### src/sorted_deadline_timer_queue_defines.svh
// assertion macros for the sorted deadline timer queue
// no dependencies; define NO_ASSERTIONS to drop all checks
`ifndef SORTED_DEADLINE_TIMER_QUEUE_DEFINES_SVH
`define SORTED_DEADLINE_TIMER_QUEUE_DEFINES_SVH
`ifndef NO_ASSERTIONS
`define SDTQ_ASSERT_IMPL(lbl, clk, rst_n, prop, msg) \
    lbl: assert property (@(posedge clk) disable iff (!rst_n) prop) else $error(msg);
`define SDTQ_ASSERT_NEXT(lbl, clk, rst_n, ante, cons, msg) \
    lbl: assert property (@(posedge clk) disable iff (!rst_n) (ante) |=> (cons)) else $error(msg);
`else
`define SDTQ_ASSERT_IMPL(lbl, clk, rst_n, prop, msg)
`define SDTQ_ASSERT_NEXT(lbl, clk, rst_n, ante, cons, msg)
`endif
`endif

### src/sdtq_div.sv
// restoring divider for remaining time, one quotient bit per cycle
// depends on nothing
module sdtq_div (
    input  logic        i_clk,
    input  logic        i_rst_n,
    input  logic        i_start,
    input  logic [63:0] i_num,
    input  logic [9:0]  i_den,
    output logic        o_done,
    output logic [63:0] o_quo,
    output logic        o_rem_nz
);
    logic [63:0] r_quo;
    logic [10:0] r_rem;
    logic [6:0]  r_cnt;
    logic        r_busy;
    logic [9:0]  r_den;
    logic [10:0] w_try;
    logic        w_fit;

    assign w_try    = {r_rem[9:0], r_quo[63]};
    assign w_fit    = w_try >= {1'b0, r_den};
    assign o_quo    = r_quo;
    assign o_rem_nz = r_rem != '0;
    assign o_done   = r_busy && (r_cnt == 7'd64);

    always_ff @(posedge i_clk) begin
        if (!i_rst_n) begin
            r_busy <= 1'b0;
            r_cnt  <= '0;
        end else if (i_start) begin
            r_busy <= 1'b1;
            r_cnt  <= '0;
            r_quo  <= i_num;
            r_rem  <= '0;
            r_den  <= i_den;
        end else if (r_busy) begin
            if (r_cnt == 7'd64) begin
                r_busy <= 1'b0;
            end else begin
                r_cnt <= r_cnt + 7'd1;
                r_rem <= w_fit ? (w_try - {1'b0, r_den}) : w_try;
                r_quo <= {r_quo[62:0], w_fit};
            end
        end
    end
endmodule

### config.mk
export PLATFORM = sky130hd
export DESIGN_NAME = sdtq_div
export DESIGN_NICKNAME = d
export VERILOG_FILES = /design/src/sorted_deadline_timer_queue_defines.svh /design/src/sdtq_div.sv
export SDC_FILE = /design/constraint.sdc
export NUM_CORES = 1
export LEC_CHECK = 0
export ABC_AREA = 1
export BUFFER_PORTS_ARGS = -buffer_cell sky130_fd_sc_hd__buf_2
export CAP_MARGIN = 30
export CORE_ASPECT_RATIO = 1.4
export CORE_MARGIN = 10
export CORE_UTILIZATION = 29
export DETAILED_ROUTE_END_ITERATION = 10
export GPL_TIMING_DRIVEN = 0
export PLACE_DENSITY = 0.54
export SLEW_MARGIN = 30
export SYNTH_ARGS = -nofsm -noshare
export SYNTH_HDL_FRONTEND = slang
export SYNTH_SLANG_ARGS = --single-unit
### constraint.sdc
create_clock -name i_clk -period 14.2 [get_ports i_clk]
set_input_delay 0.71 -clock i_clk [delete_from_list [all_inputs] [get_ports i_clk]]
set_output_delay 0.71 -clock i_clk [all_outputs]
set_load 0.005 [all_outputs]
==> flow_metrics.env <==
export IMPL_status="complete, no violations"
export IMPL_layout_area_seq_um2=2710
export IMPL_highest_layer="met5"
export IMPL_fin_crit_ns=2.35
export IMPL_setup_viol=0
export IMPL_dr_pass1_iters=4
export IMPL_p_per_area_nw_per_um2=128
export IMPL_grt_pass1_vias=4006
export IMPL_ys_ff_latch=93
export IMPL_grt_pass1_wl_um=20900
export IMPL_antenna_found_initial=1
export IMPL_row_count=54
export IMPL_clkSinkCount=93
export IMPL_synth_largest_area_cell="edfxtp_1"
export IMPL_report_power_total_mw=0.771
export IMPL_drv_slew=0
export IMPL_fmax_mhz=426
export IMPL_maxSlewHeadroom=0.613
export IMPL_wire_per_inst_um=15.0
export IMPL_rsz0062_at_grt="false"
export IMPL_route_met2_wl_um=7010
export IMPL_die_h_um=169
export IMPL_multiInputGateArea_um2=1670
export IMPL_coreArea_um2=15600
export IMPL_num_vias=3918
export IMPL_fin_crit_sh=0.165
export IMPL_worstPathRequired_ns=14.26
export IMPL_nNetsFinal=773
export IMPL_cts_resized=0
export IMPL_final_layout_size_suffix_gt1_frac=0.256
export IMPL_ios=143
export IMPL_holdPathStages=2
export IMPL_grt_max_degree=23
export IMPL_worstSetupPathType="register to register"
export IMPL_drt_initial_drc_count=168
export IMPL_synth_edff_count=85
export IMPL_synthesis_nets=616
export IMPL_cts_made_buffers=9
export IMPL_n_antenna_cell=0
export IMPL_cp_start_kind="register"
export IMPL_netlist_area_um2=4620
export IMPL_dp_hpwl_um=10300
export IMPL_yosysTopAreaCellShare=0.553
export IMPL_wl_met1_um=5090
export IMPL_path_max_fanout=22
export IMPL_grt_ovfl_total=0
export IMPL_htreeDepth=3
export IMPL_place_congestion=0.813
export IMPL_synth_flop_cell="edfxtp_1"
export IMPL_skew_ns=0.00728
export IMPL_endpoint_kind="register"
export IMPL_start_util=0.296
export IMPL_postCtsSetupRepairBufs=0
export IMPL_viasPerCell=4.43
export IMPL_ys_types=27
export IMPL_cp_data_arrival_time_ns=2.41
export IMPL_wl_um=13200
export IMPL_grt_use_total=0.122
export IMPL_drv_cap=0
export IMPL_clock_path_buffers=2
export IMPL_drc=0
export IMPL_hold_class="register to register"
export IMPL_cts_clk_slew_worst_paths_ns=0.07
export IMPL_route_met3_wl_um=796
export IMPL_regToRegSetupSlack_ns=11.85
export IMPL_timing_rr_end="o_quo[56]"
export IMPL_die_area_um2=21400
export IMPL_r2r_start="r_cnt[0]"
export IMPL_finalHoldViolCount=0
export IMPL_nFillCells=1623
export IMPL_clockRootBuffer="clkbuf_16"
export IMPL_synth_warnings=0
export IMPL_synth_area_leaders="edfxtp_1, nand2_1, inv_1, dfxtp_1, ha_1"
export IMPL_cts_tree="done"
export IMPL_cts_hold_buffers=0
export IMPL_area_delta_synth_final_pct=30.5
export IMPL_finalSetupTns_ns=0
export IMPL_irDropWorstVdd_v=0.0000683
export IMPL_leakage_nw=2.94
export IMPL_tightest_slew_ns=0.580
export IMPL_syn_area_per_cell_um2=8.78
export IMPL_min_to="r_cnt[1]"
export IMPL_reg2reg_depth=9
export IMPL_min_delay_start="r_cnt[1]"
export IMPL_netlist_instances=526
export IMPL_ant_nets=0
export IMPL_io_buffers=142
export IMPL_synthArstFlopShare=0
export IMPL_seq_area_frac_synth=0.587
export IMPL_clock_latency_ns=0.35
export IMPL_die_w_um=127
==> cell usage after synthesis, types with 2 or more instances <==
cell type / instances
nand3b_1: 4
nand4_1: 6
buf_2: 3
nor4_1: 2
nor2_1: 21
ha_1: 12
inv_1: 47
nand2_2: 4
nor3_1: 4
a21oi_1: 10
dfxtp_1: 8
nand3_1: 16
nand2_1: 270
nor2_2: 2
clkbuf_1: 8
buf_1: 5
xor2_1: 5
o21ai_0: 6
edfxtp_1: 85
==> where the power goes <==
part           internal (mW)  switching [mW]
Sequential             0.332          0.0138
Combinational         0.0574          0.0844
Clock                  0.173           0.110
==> how the worst max path moves through the flow <==
stage / from / to / depth (start not counted)
6_report: r_cnt[0] / o_quo[56] / 9
5_1_grt: r_cnt[0] / o_quo[38] / 9
4_1_cts: r_cnt[0] / o_quo[56] / 9
3_5_place_dp: i_start / o_quo[56] / 7
3_3_place_gp: r_cnt[0] / o_quo[56] / 6
2_1_floorplan: r_cnt[0] / o_quo[0] / 6
==> state kept, by name, summed over array words and instances (netlist names) <==
register  flops
o_quo        64
r_busy        1
r_cnt         7
r_den        10
r_rem        11
==> layout by cell type, fill, tap and decap left out <==
cell and n:
nor2_4 1, clkbuf_1 8, nor3_1 4, nor2_2 2
nor4_1 2, nand3_1 16, buf_2 145, nor2_1 21
clkbuf_16 9, a21oi_1 10, o21ai_4 1, clkinvlp_4 1
buf_8 1, nand2_1 270, or2_0 1, bufinv_16 3
inv_1 47, and3_1 1, edfxtp_1 85, xor2_1 5
ha_1 12, dfxtp_1 8, buf_6 1, nand3b_1 4
buf_16 3, o21ai_0 5, and2_2 1, fa_1 1
nand2_4 1, nand2_2 4, clkinv_2 1, inv_6 2
nand4_1 6, buf_1 5, xnor2_1 1
==> final cells by class <==
cell class,instances,area share
Tap cell,196,0.0407
Inverter,47,0.0293
Buffer,17,0.0125
Timing Repair Buffer,146,0.134
Sequential cell,93,0.450
Clock inverter,7,0.0199
Multi-Input combinational cell,369,0.276
Clock buffer,9,0.0374
==> per-layer routing <==
metal	track usage	vias to the layer above
met5	0	-
met4	0.0615	2
met3	0.0341	20
met2	0.218	86
met1	0.128	1818
li1	-	1992
==> logic make-up (layout without fill, tap and decap cells) <==
family	count (synthesis)	count (layout)	synth area share
AO/OA/AOI/OAI	16	16	0.0173
XOR/XNOR	6	6	0.0114
adder cells (fa/ha/maj)	13	13	0.0368
buffers and inverters	64	226	0.0544
flip-flops	93	93	0.587
AND/OR/NAND/NOR	334	334	0.293
==> through the flow <==
stage	util	hold slack [ns]	instances	worst slack [ns]	cell area (µm²)
6_report	0.386	0.500	884	11.85	6030
5_1_grt	0.386	0.520	884	11.65	6030
4_1_cts	0.386	0.502	884	11.81	6030
3_5_place_dp	0.364	0.491	868	11.57	5680
3_3_place_gp	0.357	0.479	864	4.67	5580
2_1_floorplan	-	0.459	526	7.42	4620
==> critical path, stage by stage (launching register included) <==
cell     delay, ns
dfxtp_1       0.34
inv_1         0.09
ha_1          0.21
nand4_1       0.10
nand2_1       0.07
buf_2         0.19
o21ai_4       0.46
buf_16        0.23
buf_16        0.17
buf_16        0.18
(Power assumes the default switching activity.)
