[config.mk]
export PLATFORM = sky130hd
export DESIGN_NAME = sdtq_cell
export DESIGN_NICKNAME = d
export VERILOG_FILES = /design/src/sorted_deadline_timer_queue_defines.svh /design/src/sdtq_pkg.sv /design/src/sdtq_cell.sv
export SDC_FILE = /design/constraint.sdc
export NUM_CORES = 1
export LEC_CHECK = 0
export BUFFER_PORTS_ARGS = -buffer_cell sky130_fd_sc_hd__buf_2
export CAP_MARGIN = 10
export CORE_MARGIN = 1.5
export CORE_UTILIZATION = 40
export DETAILED_ROUTE_END_ITERATION = 12
export PLACE_DENSITY = 0.73
export SYNTH_ARGS = -nofsm -noshare
export SYNTH_HDL_FRONTEND = slang
export SYNTH_SLANG_ARGS = --single-unit
[constraint.sdc]
create_clock -name i_clk -period 3.8 [get_ports i_clk]
set_input_delay 0.19 -clock i_clk [delete_from_list [all_inputs] [get_ports i_clk]]
set_output_delay 0.19 -clock i_clk [all_outputs]
set_load 0.005 [all_outputs]
[src/sorted_deadline_timer_queue_defines.svh]
// assertion macros for the sorted deadline timer queue
// no dependencies; define NO_ASSERTIONS to drop all checks
`ifndef SORTED_DEADLINE_TIMER_QUEUE_DEFINES_SVH
`define SORTED_DEADLINE_TIMER_QUEUE_DEFINES_SVH
`ifndef NO_ASSERTIONS
`define SDTQ_ASSERT_IMPL(lbl, clk, rst_n, prop, msg) \
    lbl: assert property (@(posedge clk) disable iff (!rst_n) prop) else $error(msg);
`define SDTQ_ASSERT_NEXT(lbl, clk, rst_n, ante, cons, msg) \
    lbl: assert property (@(posedge clk) disable iff (!rst_n) (ante) |=> (cons)) else $error(msg);
`else
`define SDTQ_ASSERT_IMPL(lbl, clk, rst_n, prop, msg)
`define SDTQ_ASSERT_NEXT(lbl, clk, rst_n, ante, cons, msg)
`endif
`endif

[src/sdtq_pkg.sv]
// shared types and constants for the sorted deadline timer queue
// no dependencies
package sdtq_pkg;
    localparam logic [1:0] REQ_TICK   = 2'd0;
    localparam logic [1:0] REQ_INSERT = 2'd1;
    localparam logic [1:0] REQ_REMOVE = 2'd2;
    localparam logic       EV_FIRED   = 1'b0;
    localparam logic       EV_REMOVE  = 1'b1;
    localparam logic [63:0] FAR_US    = 64'd31104000000000000;
    localparam logic [55:0] REM_MAX   = {56{1'b1}};
    localparam int unsigned MAX_RES   = 16;

    // command broadcast to every cell
    localparam logic [1:0] CMD_NONE   = 2'd0;
    localparam logic [1:0] CMD_PLACE  = 2'd1;
    localparam logic [1:0] CMD_UNLINK = 2'd2;

    typedef struct packed {
        logic [1:0]  cmd;
        logic [5:0]  slot;
        logic [63:0] deadline;
    } t_cell_cmd;

    typedef struct packed {
        logic        valid;
        logic [5:0]  slot;
        logic [63:0] deadline;
    } t_cell_data;
endpackage

[src/sdtq_cell.sv]
// one queue cell: holds a slot id and a deadline, shifts with its neighbors
// depends on sdtq_pkg
module sdtq_cell (
    input  logic                  i_clk,
    input  logic                  i_rst_n,
    input  sdtq_pkg::t_cell_cmd   i_cmd,
    input  sdtq_pkg::t_cell_data  i_left,
    input  logic                  i_left_goes_right,
    input  logic                  i_left_stays,
    input  sdtq_pkg::t_cell_data  i_right,
    output sdtq_pkg::t_cell_data  o_data,
    output logic                  o_later,
    output logic                  o_removing
);
    import sdtq_pkg::*;
    logic        r_valid;
    logic [5:0]  r_slot;
    logic [63:0] r_deadline;
    logic        w_ins_here;

    assign o_data     = '{valid: r_valid, slot: r_slot, deadline: r_deadline};
    // an empty cell counts as later, so a new item lands at the end
    assign o_later    = !r_valid || (r_deadline > i_cmd.deadline);
    assign o_removing = r_valid && (r_slot == i_cmd.slot);
    // the first later cell takes the new item; its left neighbor keeps its entry
    assign w_ins_here = o_later && i_left_stays;

    always_ff @(posedge i_clk) begin
        if (!i_rst_n) begin
            r_valid <= 1'b0;
        end else begin
            case (i_cmd.cmd)
                CMD_PLACE: begin
                    if (i_left_goes_right) begin
                        r_valid    <= i_left.valid;
                        r_slot     <= i_left.slot;
                        r_deadline <= i_left.deadline;
                    end else if (w_ins_here) begin
                        r_valid    <= 1'b1;
                        r_slot     <= i_cmd.slot;
                        r_deadline <= i_cmd.deadline;
                    end
                end
                CMD_UNLINK: begin
                    if (i_left_goes_right) begin
                        r_valid    <= i_right.valid;
                        r_slot     <= i_right.slot;
                        r_deadline <= i_right.deadline;
                    end
                end
                default: begin
                end
            endcase
        end
    end
endmodule

==> results.cfg, run 1 <==
[outcome]
outcome = finished, final reports clean

[cts]
cts_tree = yes
clockRootBuffer = clkbuf_16
clock_sinks = 71
cts_max_level = 3
insertion_delay_ps = 320
clk_pin_slew_worst_paths_ps = 60
ctsHoldBuffers = 0
postCtsSetupRepairBufs = 0
cts_max_path_buffers = 2
numCtsBuffers = 9
cts-resized-gates = 0

[run]
maxCapViolCount = 0

[sta]
fin_crit_ps = 3279
finalHoldViolCount = 0
post-route-period-util_pct = 86.29
tns_ps = 0
setup_viol = 0
fin_skew_ps = 8.156
max-slew-margin-rel_pct = 30.76
report.final.slew_viol_count = 0
max_freq_mhz = 305.0
rsz0062_at_grt = no
tightest_slew_ps = 1039

[synthesis]
postSynthCellCount = 565
synth-main-ff-cell = edfxtp_1
synth_area_leaders = edfxtp_1 (39%), ha_1 (15%), mux2i_1 (13%)
yosysSeqAreaShare_pct = 39.86
synth.distinct_cells = 42
syn_area_per_cell_um2 = 9.423
yosys.area.top_type = edfxtp_1
syn-num-nets = 847
synth_edf_count = 70
async_flop_share_pct = 0
yosysTopAreaCellShare_pct = 39.48
yosysWarnings = 0
syn_area_mm2 = 0.005324
synth-seq-cells = 71

[power]
power.density_mw_per_mm2 = 317.7
total_power_mw = 2.307
p_leak_nw = 3.689
ir_worst_vdd_mv = 0.1995

[route]
final_antenna_net_count = 0
post_drt_wl_per_cell_um = 14.34
drt_iter0_drc = 175
drt-total-wl_mm = 14.67
drc = 0
drt-vias-per-instance = 4.930
first_pass_iters = 4
num_vias = 5043

[finish]
diodes = 0
ff_latch_area_mm2 = 0.002122
nNetsFinal = 1128
layout-drive-gt1-share_pct = 37.49
fillers = 1170
multi_input_area_mm2 = 0.002860
area_delta_synth_final_pct = 36.38

[global_routing]
grt_pass1_vias = 5006
overflow = 0
grt_pass1_wl_mm = 23.32
antenna_found_initial = 0
grt_usage_pct = 20.67
grt_max_degree = 91

[die]
core-area_mm2 = 0.01282
row_count = 41
io_pins = 291
die_h_um = 118.4
fp.dieArea_mm2 = 0.01401
die_w_um = 118.4
start_util_pct = 41.51

[setup_path]
reg2reg_from = r_deadline[14]$_DFFE_PP_
critPathLaunchType = register
path_class = reg -> reg
endpoint_kind = register
crit_top_cell = a21oi_1
timing.rr.end = r_deadline[50]$_DFFE_PP_
slowest_delay_ps = 840
arrival_ps = 3220
cp_cell_sequence = ha_1 -> nand4_2 -> or4_4 -> a21oi_1 -> a2111o_1 -> a21oi_1 -> o21ai_1 -> a31o_4
cp_max_fo = 70
crit_start = r_deadline[14]$_DFFE_PP_
cp_slowest_cell = a31o_4
rr_worst_depth = 8
crit_required_ps = 3750
rrSetupSlack_ps = 520

[hold_path]
hold_start = i_right[43]
min_to = r_deadline[43]$_DFFE_PP_
holdPathStages = 3
hold_class = in -> reg

[placed_design]
port_buffers = 290
place_congestion = 0.8043
dp_hpwl_mm = 11.83
cell type report:
type                       instances  share of cell area (%)
clock inverter                     7                   1.206
multi-input combinational        400                   39.39
clock buffer                       9                   3.102
inverter                          69                   3.567
sequential                        71                   29.23
timing repair buffer             295                   20.54
tap                              172                   2.964
through the flow:
stage	cell area (um2)	utilization [%]	setup WS, ps	cells	hold WS [ps]
CTS	7261	56.61	493.3	1023	125.0
finish	7261	56.61	521.2	1023	134.9
floorplan	5324	-	586.3	565	328.3
global placement	6948	54.18	620.8	1007	466.8
global route	7261	56.61	379.6	1023	137.6
detailed placement	6948	54.18	501.9	1007	469.1
metal layers:
layer,GRT usage (%),vias to the layer above,routed length [um]
met4,7.088,0,291
met3,3.716,21,835
li1,-,2574,-
met2,38.01,181,7398
met5,0,-,0
met1,23.97,2267,6143
cell usage after synthesis, types with 4 or more instances:
master    instances
nand2_1          94
o21ai_0          79
edfxtp_1         70
mux2i_1          70
inv_1            69
ha_1             64
a21oi_1          26
clkbuf_1         17
nand3_1           9
nand4_1           9
nor2_1            8
buf_1             6
a221oi_1          4
report_power, final:
part | internal, mW | switching (mW)
Clock | 0.570 | 0.315
Sequential | 0.923 | 0.0208
Combinational | 0.231 | 0.248
Total | 1.72 | 0.583
how the worst max path moves through the flow:
stage | endpoint | slack (ps) | depth (start not counted)
final | r_deadline[50]$_DFFE_PP_ | 520 | 8
after global routing | r_deadline[62]$_DFFE_PP_ | 380 | 8
after CTS | r_deadline[58]$_DFFE_PP_ | 490 | 8
after detailed placement | r_deadline[52]$_DFFE_PP_ | 500 | 8
after global placement | r_slot[0]$_DFFE_PP_ | 620 | 8
after floorplan | r_deadline[0]$_DFFE_PP_ | 590 | 8
cells in the final DEF, fill, tap and decap left out, types with 2 or more instances in the layout:
master,count
xnor2_1,3
edfxtp_1,70
buf_2,289
nand4_1,9
nor2b_1,2
nand3_1,9
ha_1,64
inv_1,69
a21o_1,2
xor2_1,3
clkinv_2,4
nor3_1,2
nand2_1,94
mux2i_1,70
clkbuf_16,9
a21oi_1,26
bufinv_16,2
o21ai_0,79
nor2_1,8
buf_4,6
and4_2,2
nor4_1,3
a221oi_1,4
state kept, by name (all words and copies together) (netlist names):
| register | count |
|---|---|
| r_slot | 6 |
| r_valid | 1 |
| r_deadline | 64 |
worst max-delay path, delay by kind of cell (launching register included):
| kind | cells | cell delay (ps) |
|---|---|---|
| adders and majority gates | 1 | 360 |
| AOI/OAI and AO/OA | 5 | 1380 |
| DFF | 1 | 390 |
| and+or+nand+nor | 2 | 690 |
cells by family after synthesis:
kind of cell	Yosys count	synth area share [%]
DFF	71	39.86
and+or+nand+nor	138	11.73
muxes	70	13.16
xor gates and xnor gates	6	0.9873
buffers and inverters	94	6.721
adders and majority gates	64	15.04
AOI/OAI and AO/OA	122	12.50
(Power assumes the default switching activity.)
==> run 2, diff against run 1 <==
--- a/config.mk
+++ b/config.mk
@@ -5,12 +5,12 @@
 export SDC_FILE = /design/constraint.sdc
 export NUM_CORES = 1
 export LEC_CHECK = 0
-export BUFFER_PORTS_ARGS = -buffer_cell sky130_fd_sc_hd__buf_2
 export CAP_MARGIN = 10
 export CORE_MARGIN = 1.5
 export CORE_UTILIZATION = 40
 export DETAILED_ROUTE_END_ITERATION = 12
-export PLACE_DENSITY = 0.73
+export DONT_BUFFER_PORTS = 1
+export PLACE_DENSITY = 0.51
 export SYNTH_ARGS = -nofsm -noshare
 export SYNTH_HDL_FRONTEND = slang
 export SYNTH_SLANG_ARGS = --single-unit
==> constraint.sdc (replaced) <==
create_clock -name i_clk -period 3.2 [get_ports i_clk]
set_input_delay 0.16 -clock i_clk [delete_from_list [all_inputs] [get_ports i_clk]]
set_output_delay 0.16 -clock i_clk [all_outputs]
set_load 0.005 [all_outputs]
==> run 2 against run 1 <==
Net effect: utilization shrank 10 points; critical path type unchanged; highest routed layer unchanged; register-to-register slack lost 320 ps; sequential share of layout area grew 6.6 points; largest cell class unchanged; die area is the same; final area shrank 18%; fmax grew 9.2%; sequential power grew 21%; via count shrank 22%; critical path depth grew 2; worst hold slack lost 130 ps.
==> results.cfg, run 2 (synthesized netlist as in run 1, its figures left out) <==
[setup_path]
cp_max_fo = 70
path_class = reg -> reg
cp_top_family = compound AO/OA/AOI/OAI gates
cp_cell_sequence = ha_1 -> a21oi_1 -> o21ai_0 -> a221oi_1 -> nand2_1 -> a2111oi_0 -> buf_4 -> o21ai_1 -> a31o_4 -> buf_12
cp_slowest_cell = a2111oi_0
slowest_delay_ps = 480
crit_required_ps = 3250
path_buf_inv = 2
arrival_ps = 3050
critPathLaunchType = register
endpoint_kind = register

[sta]
fin_skew_ps = 7.214
tns_ps = 0
rsz0062_at_grt = no
finalHoldViolCount = 0
max-slew-margin-rel_pct = 22.70
setup_viol = 0
post-route-period-util_pct = 93.80
report.final.slew_viol_count = 0
max_freq_mhz = 333.2
tightest_slew_ps = 1159
fin_crit_ps = 3002

[cts]
postCtsSetupRepairBufs = 0
cts_max_path_buffers = 2
clockRootBuffer = clkbuf_16
clock_sinks = 71
cts_tree = yes
cts_max_level = 3
insertion_delay_ps = 340
clk_pin_slew_worst_paths_ps = 60
numCtsBuffers = 9

[finish]
diodes = 0
layout_commonest_cell = nand2_1
largest_reg_flops = 64
nNetsFinal = 844
layout-drive-gt1-share_pct = 5.115
area_delta_synth_final_pct = 11.40
reg_top3 = r_deadline x64, r_slot x6, r_valid x1
top_register = r_deadline
final_cell_mix = nand2_1 (94), o21ai_0 (79), mux2i_1 (70), edfxtp_1 (70), inv_1 (69)

[route]
drc = 0
drt-total-wl_mm = 13.37
final_antenna_net_count = 0
num_vias = 3935
drt_iter0_drc = 134
post_drt_wl_per_cell_um = 18.09
first_pass_iters = 4
drt-vias-per-instance = 5.325

[power]
p_switching_mw = 0.6324
p_sw_share_pct = 23.18
p_comb_share_pct = 13.0
p_leak_nw = 2.595
total_power_mw = 2.728
intPower_mw = 2.095
power.density_mw_per_mm2 = 459.9
p_seq_share_pct = 41.7
p_clk_share_pct = 45.3
ir_worst_vdd_mv = 0.2212

[run]
maxCapViolCount = 0

[die]
core-area_mm2 = 0.01282
die_h_um = 118.4
die_w_um = 118.4
start_util_pct = 41.51
fp.dieArea_mm2 = 0.01401
row_count = 41
io_pins = 291

[global_routing]
grt_pass1_wl_mm = 20.81
grt_pass1_vias = 4059
grt_usage_pct = 19.00
overflow = 0
antenna_found_initial = 0
grt_max_degree = 143

[placed_design]
dp_hpwl_mm = 10.43
port_buffers = 0
place_congestion = 0.7936

[hold_path]
hold_class = in -> reg

[outcome]
outcome = finished, final reports clean
run 2: cell count changes in the layout (fill, tap and decap cells not counted), sizes merged:
cell         change
buf            -289
dlygate4sd3      +5
bufinv           +2
clkinv           -2
run 2: routing by layer:
metal  GRT usage, %  part of all wire (%)  up-vias
met2          32.49                    49      180
met1          21.47                    39     1729
met4          7.698                   2.1        0
met5              0                     0        -
li1               -                     -     2007
met3          6.805                   9.5       19
run 2: path summary, 6_finish.rpt:
path         depth (start not counted)  slack, ps                  endpoint                      from
max                                 10        200  r_deadline[58]$_DFFE_PP_  r_deadline[37]$_DFFE_PP_
min                                  2          8  r_deadline[43]$_DFFE_PP_               i_right[43]
max reg2reg                         10        200  r_deadline[58]$_DFFE_PP_  r_deadline[37]$_DFFE_PP_
min reg2reg                          4       1160      r_valid$_SDFFE_PN0P_      r_valid$_SDFFE_PN0P_
run 2: worst register-to-register path: stages (launching register included):
cell and delay, ps:
edfxtp_1 440, ha_1 320, a21oi_1 180, o21ai_0 150, a221oi_1 310, nand2_1 80, a2111oi_0 480, buf_4 180
o21ai_1 80, a31o_4 230, buf_12 210
run 2: through the flow:
step	instances	worst slack, ps	area (um2)	hold WS, ps	utilization (%)
floorplan	565	363.2	5333	298.3	-
global placement	718	306.9	5514	310.0	43.00
detailed placement	718	232.9	5514	317.9	43.00
CTS	739	207.8	5924	0.1326	46.20
global route	739	0.7283	5931	1.906	46.24
finish	739	198.4	5931	7.848	46.24
run 2: area by class of cell:
type,count,area [um2]
flip-flops and latches,71,2122
clock inverters,7,135.1
multi-input cells,400,2867
clock buffers,9,225.2
well taps,172,215.2
fillers,1210,6894
repair buffers,11,107.6
inverters,69,259.0
run 2: repair_timing:
action	4_1_cts	5_1_grt
gates resized for setup	0	1
hold endpoints to repair	4	0
setup endpoints to repair	0	21
hold buffers	5	0
run 2: power by group through the flow:
stage / registers, mW / logic (mW) / clock network [mW]
detailed placement: 1.16 / 0.355 / 0
global route: 1.14 / 0.417 / 1.29
floorplan: 1.14 / 0.296 / 0
CTS: 1.14 / 0.363 / 1.25
global placement: 1.16 / 0.347 / 0
finish: 1.14 / 0.355 / 1.23
